## src/sv/vla_pkg.sv

```systemverilog
// Package with the types, constants and register codes of the VIL layer accumulator.
package vla_pkg;

  localparam int unsigned EXP_TABLE_ENTRIES_DEF = 64;

  localparam int unsigned DBZ_W    = 12;
  localparam int unsigned HEIGHT_W = 16;
  localparam int unsigned SCALE_W  = 24;
  localparam int unsigned VIL_W    = 32;
  localparam int unsigned SUM_W    = 64;
  localparam int unsigned ROM_W    = 32;
  localparam int unsigned MUL_A_W  = 32;
  localparam int unsigned MUL_B_W  = 24;
  localparam int unsigned PROD_W   = MUL_A_W + MUL_B_W;
  localparam int unsigned EXPO_W   = 34;
  localparam int unsigned Q_W      = 48;
  localparam int unsigned IE_W     = 6;
  localparam int unsigned PADDR_W  = 3;
  localparam int unsigned PDATA_W  = 32;

  localparam logic [DBZ_W-1:0]   THRESHOLD_RESET = 12'sd0;
  localparam logic [SCALE_W-1:0] SCALE_RESET     = 24'd3782387;

  // The exponent is slope * (dbz + 2048) + bias, with bias = (32 << 28) - 2048 * slope.
  localparam logic [MUL_A_W-1:0] EXP_SLOPE_Q24 = 32'd3184726;
  localparam logic [EXPO_W-1:0]  EXP_BIAS      = 34'd2067615744;
  localparam logic [EXPO_W:0]    EXP_ROUND     = 35'd2048;
  localparam logic [IE_W-1:0]    SHIFT_PIVOT   = 6'd54;

  localparam logic [63:0] LN2_Q30 = 64'd744261118;
  localparam logic [63:0] ONE_Q30 = 64'd1 << 30;

  localparam logic REG_THRESHOLD = 1'b0;
  localparam logic REG_SCALE     = 1'b1;

  typedef enum logic [2:0] {
    ST_IDLE,
    ST_EXP,
    ST_FETCH,
    ST_INTERP,
    ST_HEIGHT,
    ST_ACCUM,
    ST_RES_LO,
    ST_RES_HI
  } state_e;

  typedef enum logic [2:0] {
    MUL_EXP,
    MUL_INTERP,
    MUL_HEIGHT,
    MUL_RES_LO,
    MUL_RES_HI
  } mul_sel_e;

  typedef struct packed {
    logic in_valid;
    logic above;
    logic in_last;
    logic last_held;
    logic out_free;
  } seq_stat_t;

  typedef struct packed {
    logic     take;
    mul_sel_e mul_sel;
    logic     ld_expo;
    logic     ld_fetch;
    logic     ld_interp;
    logic     ld_height;
    logic     ld_accum;
    logic     ld_part;
    logic     ld_out;
  } seq_ctl_t;

endpackage

```

## src/sv/vil_layer_accumulator.sv

```systemverilog
// Top level of the VIL layer accumulator: registers, datapath and output stage.
// A layer above threshold steps through EXP, FETCH, INTERP, HEIGHT and ACCUM states.
// A non-last layer at or below threshold is taken in idle; a last layer passes RES_LO and
// RES_HI, its result loaded once the output is free and held while tready is low.
// The rate is set by the single 32x24 multiplier that serves every sequenced product in turn.
// Asynchronous active-low reset clears column sum, clamp flag, output valid and registers.
module vil_layer_accumulator #(
  parameter int unsigned EXP_TABLE_ENTRIES = vla_pkg::EXP_TABLE_ENTRIES_DEF
) (
  input  logic                         clk_i,
  input  logic                         rst_ni,
  // tdata: dbz [11:0], layer_height_m [27:12], zero [31:28]
  input  logic [31:0]                  s_axis_tdata_i,
  input  logic                         s_axis_tlast_i,
  input  logic                         s_axis_tvalid_i,
  output logic                         s_axis_tready_o,
  // tdata: vil [31:0]
  output logic [vla_pkg::VIL_W-1:0]    m_axis_tdata_o,
  // tuser: saturated [0]
  output logic                         m_axis_tuser_o,
  output logic                         m_axis_tvalid_o,
  input  logic                         m_axis_tready_i,
  input  logic                         psel_i,
  input  logic                         penable_i,
  input  logic                         pwrite_i,
  input  logic [vla_pkg::PADDR_W-1:0]  paddr_i,
  input  logic [vla_pkg::PDATA_W-1:0]  pwdata_i,
  output logic [vla_pkg::PDATA_W-1:0]  prdata_o,
  output logic                         pready_o
);
  import vla_pkg::*;

  localparam int unsigned AW = $clog2(EXP_TABLE_ENTRIES);
  localparam int unsigned PW = 16 + AW + 1;

  seq_stat_t stat;
  seq_ctl_t  ctl;

  logic [DBZ_W-1:0]   threshold_q;
  logic [SCALE_W-1:0] scale_q;
  logic               cfg_wr;

  logic [DBZ_W-1:0]    dbz_in;
  logic [HEIGHT_W-1:0] height_in;
  logic [DBZ_W-1:0]    u_q;
  logic [HEIGHT_W-1:0] height_q;
  logic                last_q;
  logic [EXPO_W-1:0]   expo_q;
  logic [ROM_W-1:0]    lo_q;
  logic [ROM_W-1:0]    diff_q;
  logic [15:0]         w_q;
  logic [IE_W-1:0]     ie_q;
  logic [ROM_W-1:0]    m_q;
  logic [Q_W-1:0]      q_q;
  logic [SUM_W-1:0]    sum_q;
  logic [SUM_W-1:0]    sum_d;
  logic                clamped_q;
  logic                clamped_d;
  logic [SCALE_W-1:0]  part_q;
  logic [VIL_W-1:0]    vil_q;
  logic                sat_q;
  logic                out_valid_q;

  logic [MUL_A_W-1:0] mul_a;
  logic [MUL_B_W-1:0] mul_b;
  logic [PROD_W-1:0]  prod;
  logic [EXPO_W:0]    eb_full;
  logic [21:0]        eb;
  logic [PW-1:0]      p;
  logic [AW-1:0]      idx;
  logic [ROM_W-1:0]   rom_lo;
  logic [ROM_W-1:0]   rom_hi;
  logic [SUM_W-1:0]   term;
  logic [SUM_W:0]     sum_add;
  logic [PROD_W-1:0]  res;
  logic               res_over;

  // Configuration port.
  assign pready_o = 1'b1;
  assign cfg_wr   = psel_i & penable_i & pwrite_i;

  always_ff @(posedge clk_i or negedge rst_ni) begin
    if (!rst_ni) begin
      threshold_q <= THRESHOLD_RESET;
      scale_q     <= SCALE_RESET;
    end else if (cfg_wr) begin
      if (paddr_i[2] == REG_THRESHOLD) begin
        threshold_q <= pwdata_i[DBZ_W-1:0];
      end else begin
        scale_q <= pwdata_i[SCALE_W-1:0];
      end
    end
  end

  always_comb begin
    if (paddr_i[2] == REG_SCALE) begin
      prdata_o = PDATA_W'(scale_q);
    end else begin
      prdata_o = PDATA_W'(threshold_q);
    end
  end

  // Sequencer.
  assign dbz_in    = s_axis_tdata_i[DBZ_W-1:0];
  assign height_in = s_axis_tdata_i[DBZ_W +: HEIGHT_W];

  assign stat.in_valid  = s_axis_tvalid_i;
  assign stat.above     = $signed(dbz_in) > $signed(threshold_q);
  assign stat.in_last   = s_axis_tlast_i;
  assign stat.last_held = last_q;
  assign stat.out_free  = ~out_valid_q | m_axis_tready_i;

  vla_seq u_seq (
    .clk_i  (clk_i),
    .rst_ni (rst_ni),
    .stat_i (stat),
    .ctl_o  (ctl)
  );

  assign s_axis_tready_o = ctl.take;

  // Shared multiplier operand selection.
  always_comb begin
    case (ctl.mul_sel)
      MUL_EXP: begin
        mul_a = EXP_SLOPE_Q24;
        mul_b = MUL_B_W'(u_q);
      end
      MUL_INTERP: begin
        mul_a = diff_q;
        mul_b = MUL_B_W'(w_q);
      end
      MUL_HEIGHT: begin
        mul_a = m_q;
        mul_b = MUL_B_W'(height_q);
      end
      MUL_RES_LO: begin
        mul_a = sum_q[31:0];
        mul_b = scale_q;
      end
      MUL_RES_HI: begin
        mul_a = sum_q[63:32];
        mul_b = scale_q;
      end
      default: begin
        mul_a = '0;
        mul_b = '0;
      end
    endcase
  end

  vla_mul u_mul (
    .a_i    (mul_a),
    .b_i    (mul_b),
    .prod_o (prod)
  );

  // Exponent split and table lookup.
  assign eb_full = (EXPO_W + 1)'(expo_q) + EXP_ROUND;
  assign eb      = eb_full[33:12];
  assign p       = PW'(eb[15:0]) * PW'(EXP_TABLE_ENTRIES);
  assign idx     = p[16 +: AW];

  vla_exp_rom #(
    .ENTRIES (EXP_TABLE_ENTRIES)
  ) u_rom (
    .idx_i (idx),
    .lo_o  (rom_lo),
    .hi_o  (rom_hi)
  );

  // Scale by the integer part of the exponent and accumulate with saturation.
  always_comb begin
    if (ie_q >= SHIFT_PIVOT) begin
      term = SUM_W'(q_q) << (ie_q - SHIFT_PIVOT);
    end else begin
      term = SUM_W'(q_q) >> (SHIFT_PIVOT - ie_q);
    end
  end

  assign sum_add  = (SUM_W + 1)'(sum_q) + (SUM_W + 1)'(term);
  assign res      = prod + PROD_W'(part_q);
  assign res_over = |res[PROD_W-1:VIL_W];

  always_comb begin
    sum_d     = sum_q;
    clamped_d = clamped_q;
    if (ctl.ld_accum) begin
      if (sum_add[SUM_W]) begin
        sum_d     = '1;
        clamped_d = 1'b1;
      end else begin
        sum_d = sum_add[SUM_W-1:0];
      end
    end else if (ctl.ld_out) begin
      sum_d     = '0;
      clamped_d = 1'b0;
    end
  end

  always_ff @(posedge clk_i or negedge rst_ni) begin
    if (!rst_ni) begin
      sum_q       <= '0;
      clamped_q   <= 1'b0;
      out_valid_q <= 1'b0;
    end else begin
      sum_q     <= sum_d;
      clamped_q <= clamped_d;
      if (ctl.ld_out) begin
        out_valid_q <= 1'b1;
      end else if (m_axis_tready_i) begin
        out_valid_q <= 1'b0;
      end
    end
  end

  always_ff @(posedge clk_i) begin
    if (ctl.take && s_axis_tvalid_i) begin
      u_q      <= {~dbz_in[DBZ_W-1], dbz_in[DBZ_W-2:0]};
      height_q <= height_in;
      last_q   <= s_axis_tlast_i;
    end
    if (ctl.ld_expo) begin
      expo_q <= prod[EXPO_W-1:0] + EXP_BIAS;
    end
    if (ctl.ld_fetch) begin
      lo_q   <= rom_lo;
      diff_q <= rom_hi - rom_lo;
      w_q    <= p[15:0];
      ie_q   <= eb[21:16];
    end
    if (ctl.ld_interp) begin
      m_q <= lo_q + ROM_W'(prod[PROD_W-1:16]);
    end
    if (ctl.ld_height) begin
      q_q <= prod[Q_W-1:0];
    end
    if (ctl.ld_part) begin
      part_q <= prod[PROD_W-1:VIL_W];
    end
    if (ctl.ld_out) begin
      vil_q <= res_over ? '1 : res[VIL_W-1:0];
      sat_q <= clamped_q | res_over;
    end
  end

  assign m_axis_tdata_o  = vil_q;
  assign m_axis_tuser_o  = sat_q;
  assign m_axis_tvalid_o = out_valid_q;

`ifndef NO_ASSERTIONS
  a_clamp_sticks: assert property (@(posedge clk_i) disable iff (!rst_ni)
    clamped_q |-> (sum_q == '1))
    else $error("Clamp flag set while the column sum is not at its maximum.");

  a_no_overwrite: assert property (@(posedge clk_i) disable iff (!rst_ni)
    ctl.ld_out |-> (!out_valid_q || m_axis_tready_i))
    else $error("Result loaded over a result that was not yet transferred.");

  a_clear_after_result: assert property (@(posedge clk_i) disable iff (!rst_ni)
    ctl.ld_out |=> (sum_q == '0) && !clamped_q)
    else $error("Column state not cleared after a result.");

  a_busy_no_take: assert property (@(posedge clk_i) disable iff (!rst_ni)
    (ctl.take && s_axis_tvalid_i && stat.above) |=> !s_axis_tready_o)
    else $error("Input accepted while a layer is still being processed.");
`endif

endmodule

```

## src/sv/vla_exp_rom.sv

```systemverilog
// Constant exp2 table over the exponent fraction, read at an entry and its neighbor.
module vla_exp_rom #(
  parameter int unsigned ENTRIES = vla_pkg::EXP_TABLE_ENTRIES_DEF
) (
  input  logic [$clog2(ENTRIES)-1:0] idx_i,
  output logic [vla_pkg::ROM_W-1:0]  lo_o,
  output logic [vla_pkg::ROM_W-1:0]  hi_o
);
  import vla_pkg::*;

  localparam int unsigned IW = $clog2(ENTRIES + 1);

  logic [ROM_W-1:0] rom [ENTRIES+1];
  logic [IW-1:0]    lo_idx;
  logic [IW-1:0]    hi_idx;

  for (genvar i = 0; i <= ENTRIES; i++) begin : g_entry
    localparam logic [63:0] X   = (64'(i) << 30) / ENTRIES;
    localparam logic [63:0] ARG = (X * LN2_Q30) >> 30;
    localparam logic [63:0] K1  = ((ONE_Q30 * ARG) >> 30) / 1;
    localparam logic [63:0] K2  = ((K1 * ARG) >> 30) / 2;
    localparam logic [63:0] K3  = ((K2 * ARG) >> 30) / 3;
    localparam logic [63:0] K4  = ((K3 * ARG) >> 30) / 4;
    localparam logic [63:0] K5  = ((K4 * ARG) >> 30) / 5;
    localparam logic [63:0] K6  = ((K5 * ARG) >> 30) / 6;
    localparam logic [63:0] K7  = ((K6 * ARG) >> 30) / 7;
    localparam logic [63:0] K8  = ((K7 * ARG) >> 30) / 8;
    localparam logic [63:0] K9  = ((K8 * ARG) >> 30) / 9;
    localparam logic [63:0] K10 = ((K9 * ARG) >> 30) / 10;
    localparam logic [63:0] K11 = ((K10 * ARG) >> 30) / 11;
    localparam logic [63:0] K12 = ((K11 * ARG) >> 30) / 12;
    localparam logic [63:0] K13 = ((K12 * ARG) >> 30) / 13;
    localparam logic [63:0] K14 = ((K13 * ARG) >> 30) / 14;
    localparam logic [63:0] SUM = ONE_Q30 + K1 + K2 + K3 + K4 + K5 + K6 + K7 + K8 + K9
                                  + K10 + K11 + K12 + K13 + K14;
    assign rom[i] = SUM[ROM_W-1:0];
  end

  assign lo_idx = IW'(idx_i);
  assign hi_idx = IW'(idx_i) + IW'(1);
  assign lo_o   = rom[lo_idx];
  assign hi_o   = rom[hi_idx];

endmodule

```

## src/sv/vla_mul.sv

```systemverilog
// Shared 32 by 24 bit unsigned multiplier.
module vla_mul (
  input  logic [vla_pkg::MUL_A_W-1:0] a_i,
  input  logic [vla_pkg::MUL_B_W-1:0] b_i,
  output logic [vla_pkg::PROD_W-1:0]  prod_o
);
  import vla_pkg::*;

  assign prod_o = PROD_W'(a_i) * PROD_W'(b_i);

endmodule

```

## src/sv/vla_seq.sv

```systemverilog
// Sequencer that steps one layer through the shared multiplier.
module vla_seq (
  input  logic               clk_i,
  input  logic               rst_ni,
  input  vla_pkg::seq_stat_t stat_i,
  output vla_pkg::seq_ctl_t  ctl_o
);
  import vla_pkg::*;

  state_e state_q;
  state_e state_d;

  always_ff @(posedge clk_i or negedge rst_ni) begin
    if (!rst_ni) begin
      state_q <= ST_IDLE;
    end else begin
      state_q <= state_d;
    end
  end

  always_comb begin
    state_d = state_q;
    ctl_o   = '{take: 1'b0, mul_sel: MUL_EXP, ld_expo: 1'b0, ld_fetch: 1'b0,
                ld_interp: 1'b0, ld_height: 1'b0, ld_accum: 1'b0, ld_part: 1'b0,
                ld_out: 1'b0};
    case (state_q)
      ST_IDLE: begin
        ctl_o.take = 1'b1;
        if (stat_i.in_valid) begin
          if (stat_i.above) begin
            state_d = ST_EXP;
          end else if (stat_i.in_last) begin
            state_d = ST_RES_LO;
          end
        end
      end
      ST_EXP: begin
        ctl_o.mul_sel = MUL_EXP;
        ctl_o.ld_expo = 1'b1;
        state_d       = ST_FETCH;
      end
      ST_FETCH: begin
        ctl_o.ld_fetch = 1'b1;
        state_d        = ST_INTERP;
      end
      ST_INTERP: begin
        ctl_o.mul_sel   = MUL_INTERP;
        ctl_o.ld_interp = 1'b1;
        state_d         = ST_HEIGHT;
      end
      ST_HEIGHT: begin
        ctl_o.mul_sel   = MUL_HEIGHT;
        ctl_o.ld_height = 1'b1;
        state_d         = ST_ACCUM;
      end
      ST_ACCUM: begin
        ctl_o.ld_accum = 1'b1;
        state_d        = stat_i.last_held ? ST_RES_LO : ST_IDLE;
      end
      ST_RES_LO: begin
        ctl_o.mul_sel = MUL_RES_LO;
        ctl_o.ld_part = 1'b1;
        state_d       = ST_RES_HI;
      end
      ST_RES_HI: begin
        ctl_o.mul_sel = MUL_RES_HI;
        if (stat_i.out_free) begin
          ctl_o.ld_out = 1'b1;
          state_d      = ST_IDLE;
        end
      end
      default: begin
        state_d = ST_IDLE;
      end
    endcase
  end

endmodule

```

## config.mk

```make
export PLATFORM = sky130hd
export DESIGN_NAME = vil_layer_accumulator
export DESIGN_NICKNAME = d
export VERILOG_FILES = /design/src/sv/vla_pkg.sv /design/src/sv/vil_layer_accumulator.sv /design/src/sv/vla_exp_rom.sv /design/src/sv/vla_mul.sv /design/src/sv/vla_seq.sv
export SDC_FILE = /design/constraint.sdc
export NUM_CORES = 2
export LEC_CHECK = 0
export BUFFER_PORTS_ARGS = -buffer_cell sky130_fd_sc_hd__buf_2
export CORE_AREA = 2 2 351 353
export DETAILED_ROUTE_END_ITERATION = 6
export DIE_AREA = 0 0 353 355
export SYNTH_ARGS = -nofsm -noshare
export SYNTH_HDL_FRONTEND = slang
export SYNTH_SLANG_ARGS = --single-unit
```

## constraint.sdc

```tcl
create_clock -name clk_i -period 29.7 [get_ports clk_i]
set_input_delay 5.94 -clock clk_i [delete_from_list [all_inputs] [get_ports clk_i]]
set_output_delay 5.94 -clock clk_i [all_outputs]
set_load 0.01 [all_outputs]
```

==> reports/metrics.cfg <==
[route]
first_pass_iters=6
drc_errors=0
wirelength_mm=234
via_count=54000
wl_per_cell_um=27.2
first_iter_violations=6516
routed_via_density=6.28
antenna_left=0

[finish]
fin_nets=8074
final_layout_size_suffix_gt1_frac=0.0889
ff_latch_area_um2=10700
synthToLayoutAreaGrowth_pct=6.67
fillers=11800
multiInputGateArea_um2=43900

[sta]
final-hold-violation-count=0
min_period_ps=14230
maxSlewHeadroom=0.178
skew_ps=20.1
tightest_slew_ps=1220
clock.fmax_mhz=70.3
setup_viol=0
rsz0062_at_grt=no
maxSlewViolCount=0
fin_crit_sh=0.479
fin_tns_setup_ps=0

[setup_path]
cp_slowest_stage_delay_ps=1040
r2r_slack_ps=15470
cp-end-kind=flip-flop
cp_common_cell=fa_1
cp-start-kind=flip-flop
cp_slowest_cell=a221o_1
crit_fanout=53
cp.required_ps=30020
arrival_ps=14550
worstSetupPathType=reg -> reg

[synthesis]
yosysWarningCount=0
synth_cells=7035
yosysSeqAreaShare=0.180
synthesis.area_um2=59200
synth.distinct_cells=111
synth-async-reset-ratio=0.282
synth_seq_cells=372
synth_edf_count=267
synth_ff_type=edfxtp_1
syn_area_per_cell_um2=8.41

[die]
die_area_um2=125000
die_width_um=353
boundaryPins=143
start_util=0.487
rows=128
dieHeight_um=355
core_um2=121000

[min_path]
hold_path_class=reg -> reg

[global_routing]
grt_pass1_wl_mm=346
grt.overflow.total=0
track_usage=0.370
grt_pass1_vias=51800
antenna_found_initial=14
grt_max_degree=81

[clock_tree]
clock-root-buffer=clkbuf_16
clkLatencyLatePin_ps=610
cts.sinks=372
holdBufCountCts=0
cts_made_buffers=42
cts_max_path_buffers=3
cts.clk_slew.worst_paths_ps=60
tritoncts=done
htree_levels=2
cts_resized=0
post_cts_buffers=0

[status]
outcome=finished clean

[placement]
place.gp.congestion=1.01
dp_hpwl_mm=181
portBuffers=119

[job]
max_cap_viol_count=0

## cell usage after synthesis (all sizes together) (40+ instances only)
cell type	instances	share of area
and2	72	0.0077
a211oi	79	0.010
buf	72	0.0063
a31oi	100	0.011
nand2	1078	0.068
o21a	45	0.0057
nor3	123	0.011
nor2b	40	0.0042
xnor2	150	0.022
and3	41	0.0044
o211ai	78	0.0099
mux4	50	0.019
edfxtp	267	0.14
clkbuf	375	0.024
mux2i	95	0.016
dfrtp	90	0.038
ha	398	0.084
nor2	588	0.037
fa	662	0.22
a21oi	434	0.037
inv	844	0.054
a22o	48	0.0071
o21ai	322	0.027
o22ai	74	0.0081
xor2	88	0.013
nand3	155	0.016
mux2	59	0.011
a21o	110	0.014
## worst max-delay path, delay by kind of cell (launching register included)
kind                     cells  cell delay [ps]
AND/OR/NAND/NOR             10             4160
XOR/XNOR                     1              800
AO/OA/AOI/OAI               12             2970
flip-flops                   1              360
adder cells (fa/ha/maj)      9             4020
buffers and inverters        6             1590
## final cells by class
cell class / instances / share of cell area
flip-flops and latches: 372 / 0.169
clock inverters: 25 / 0.00357
diodes: 2 / 0.0000793
multi-input cells: 5376 / 0.696
repair buffers: 300 / 0.0310
inverters: 847 / 0.0504
well taps: 1625 / 0.0322
clock buffers: 53 / 0.0176
## cells in the final DEF, fill, tap and decap left out, types with 30 or more instances in the layout
cell,n
mux2i_1,95
nor2_1,584
fa_1,662
nand2b_1,36
o211ai_1,78
o21bai_1,31
nor2b_1,40
inv_1,842
and3_1,38
and2_1,70
ha_1,396
nand4_1,30
a21o_1,109
a21oi_1,431
nand3_1,126
mux4_2,50
nor3_1,117
nand2_1,1077
edfxtp_1,267
buf_4,181
xnor2_1,133
dfrtp_1,90
a31oi_1,99
buf_2,118
clkbuf_16,42
mux2_2,59
a22oi_1,30
o21ai_0,303
a211oi_1,76
xor2_1,79
a221o_1,34
o22ai_1,73
o21a_1,45
a22o_1,48
## routing by layer
metal | global-route usage | up-vias | wire, um
met1 | 0.519 | 26900 | 95900
met4 | 0.173 | 16 | 13200
met5 | 0 | - | 108
li1 | - | 23700 | -
met2 | 0.553 | 2863 | 100000
met3 | 0.0685 | 502 | 24300
## cell families after synthesis
group                      Yosys count  synth area share
other                                2          0.000127
adders and majority gates         1060             0.308
muxes                              204            0.0463
AOI/OAI and AO/OA                 1615             0.178
DFF                                372             0.180
buffers and inverters             1294            0.0838
xor gates and xnor gates           238            0.0357
and+or+nand+nor                   2250             0.168
## per-stage QoR
step | area (um2) | hold slack, ps | setup WS [ps] | utilization | std cells
CTS | 63100 | 506 | 15610 | 0.520 | 8597
floorplan | 59200 | 442 | 17110 | - | 7042
finish | 63100 | 505 | 15470 | 0.520 | 8600
global route | 63100 | 513 | 14930 | 0.520 | 8598
global placement | 61800 | 487 | 15770 | 0.509 | 8519
detailed placement | 61800 | 493 | 15640 | 0.509 | 8519
## sequential cells by signal, indices dropped and copies added, names as in the netlist, 3 cells and up
| signal | cells |
|---|---|
| m_q | 32 |
| u_q | 12 |
| m_axis_tdata_o | 32 |
| expo_q | 23 |
| q_q | 48 |
| ie_q | 6 |
| part_q | 24 |
| w_q | 10 |
| sum_q | 64 |
| u_seq.state_q | 3 |
| height_q | 16 |
| lo_q | 30 |
| scale_q | 24 |
| diff_q | 32 |
| threshold_q | 12 |
## path summary, 6_finish.rpt
kind | from | cells past startpoint | to
max reg2reg | u_seq.state_q[0]$_DFFE_PN0P_ | 38 | m_axis_tdata_o[21]$_SDFFCE_PP1P_
max in group asynchronous | rst_ni | 2 | clamped_q$_DFFE_PN0P_
min reg2reg | threshold_q[5]$_DFFE_PN0P_ | 1 | threshold_q[5]$_DFFE_PN0P_
min | threshold_q[5]$_DFFE_PN0P_ | 1 | threshold_q[5]$_DFFE_PN0P_
min in group asynchronous | rst_ni | 1 | threshold_q[8]$_DFFE_PN0P_
max | u_seq.state_q[0]$_DFFE_PN0P_ | 38 | m_axis_tdata_o[21]$_SDFFCE_PP1P_
Power is left out: the tool's default activity adds up to more than one toggle a clock period on the data nets, which glitch-free logic cannot reach.
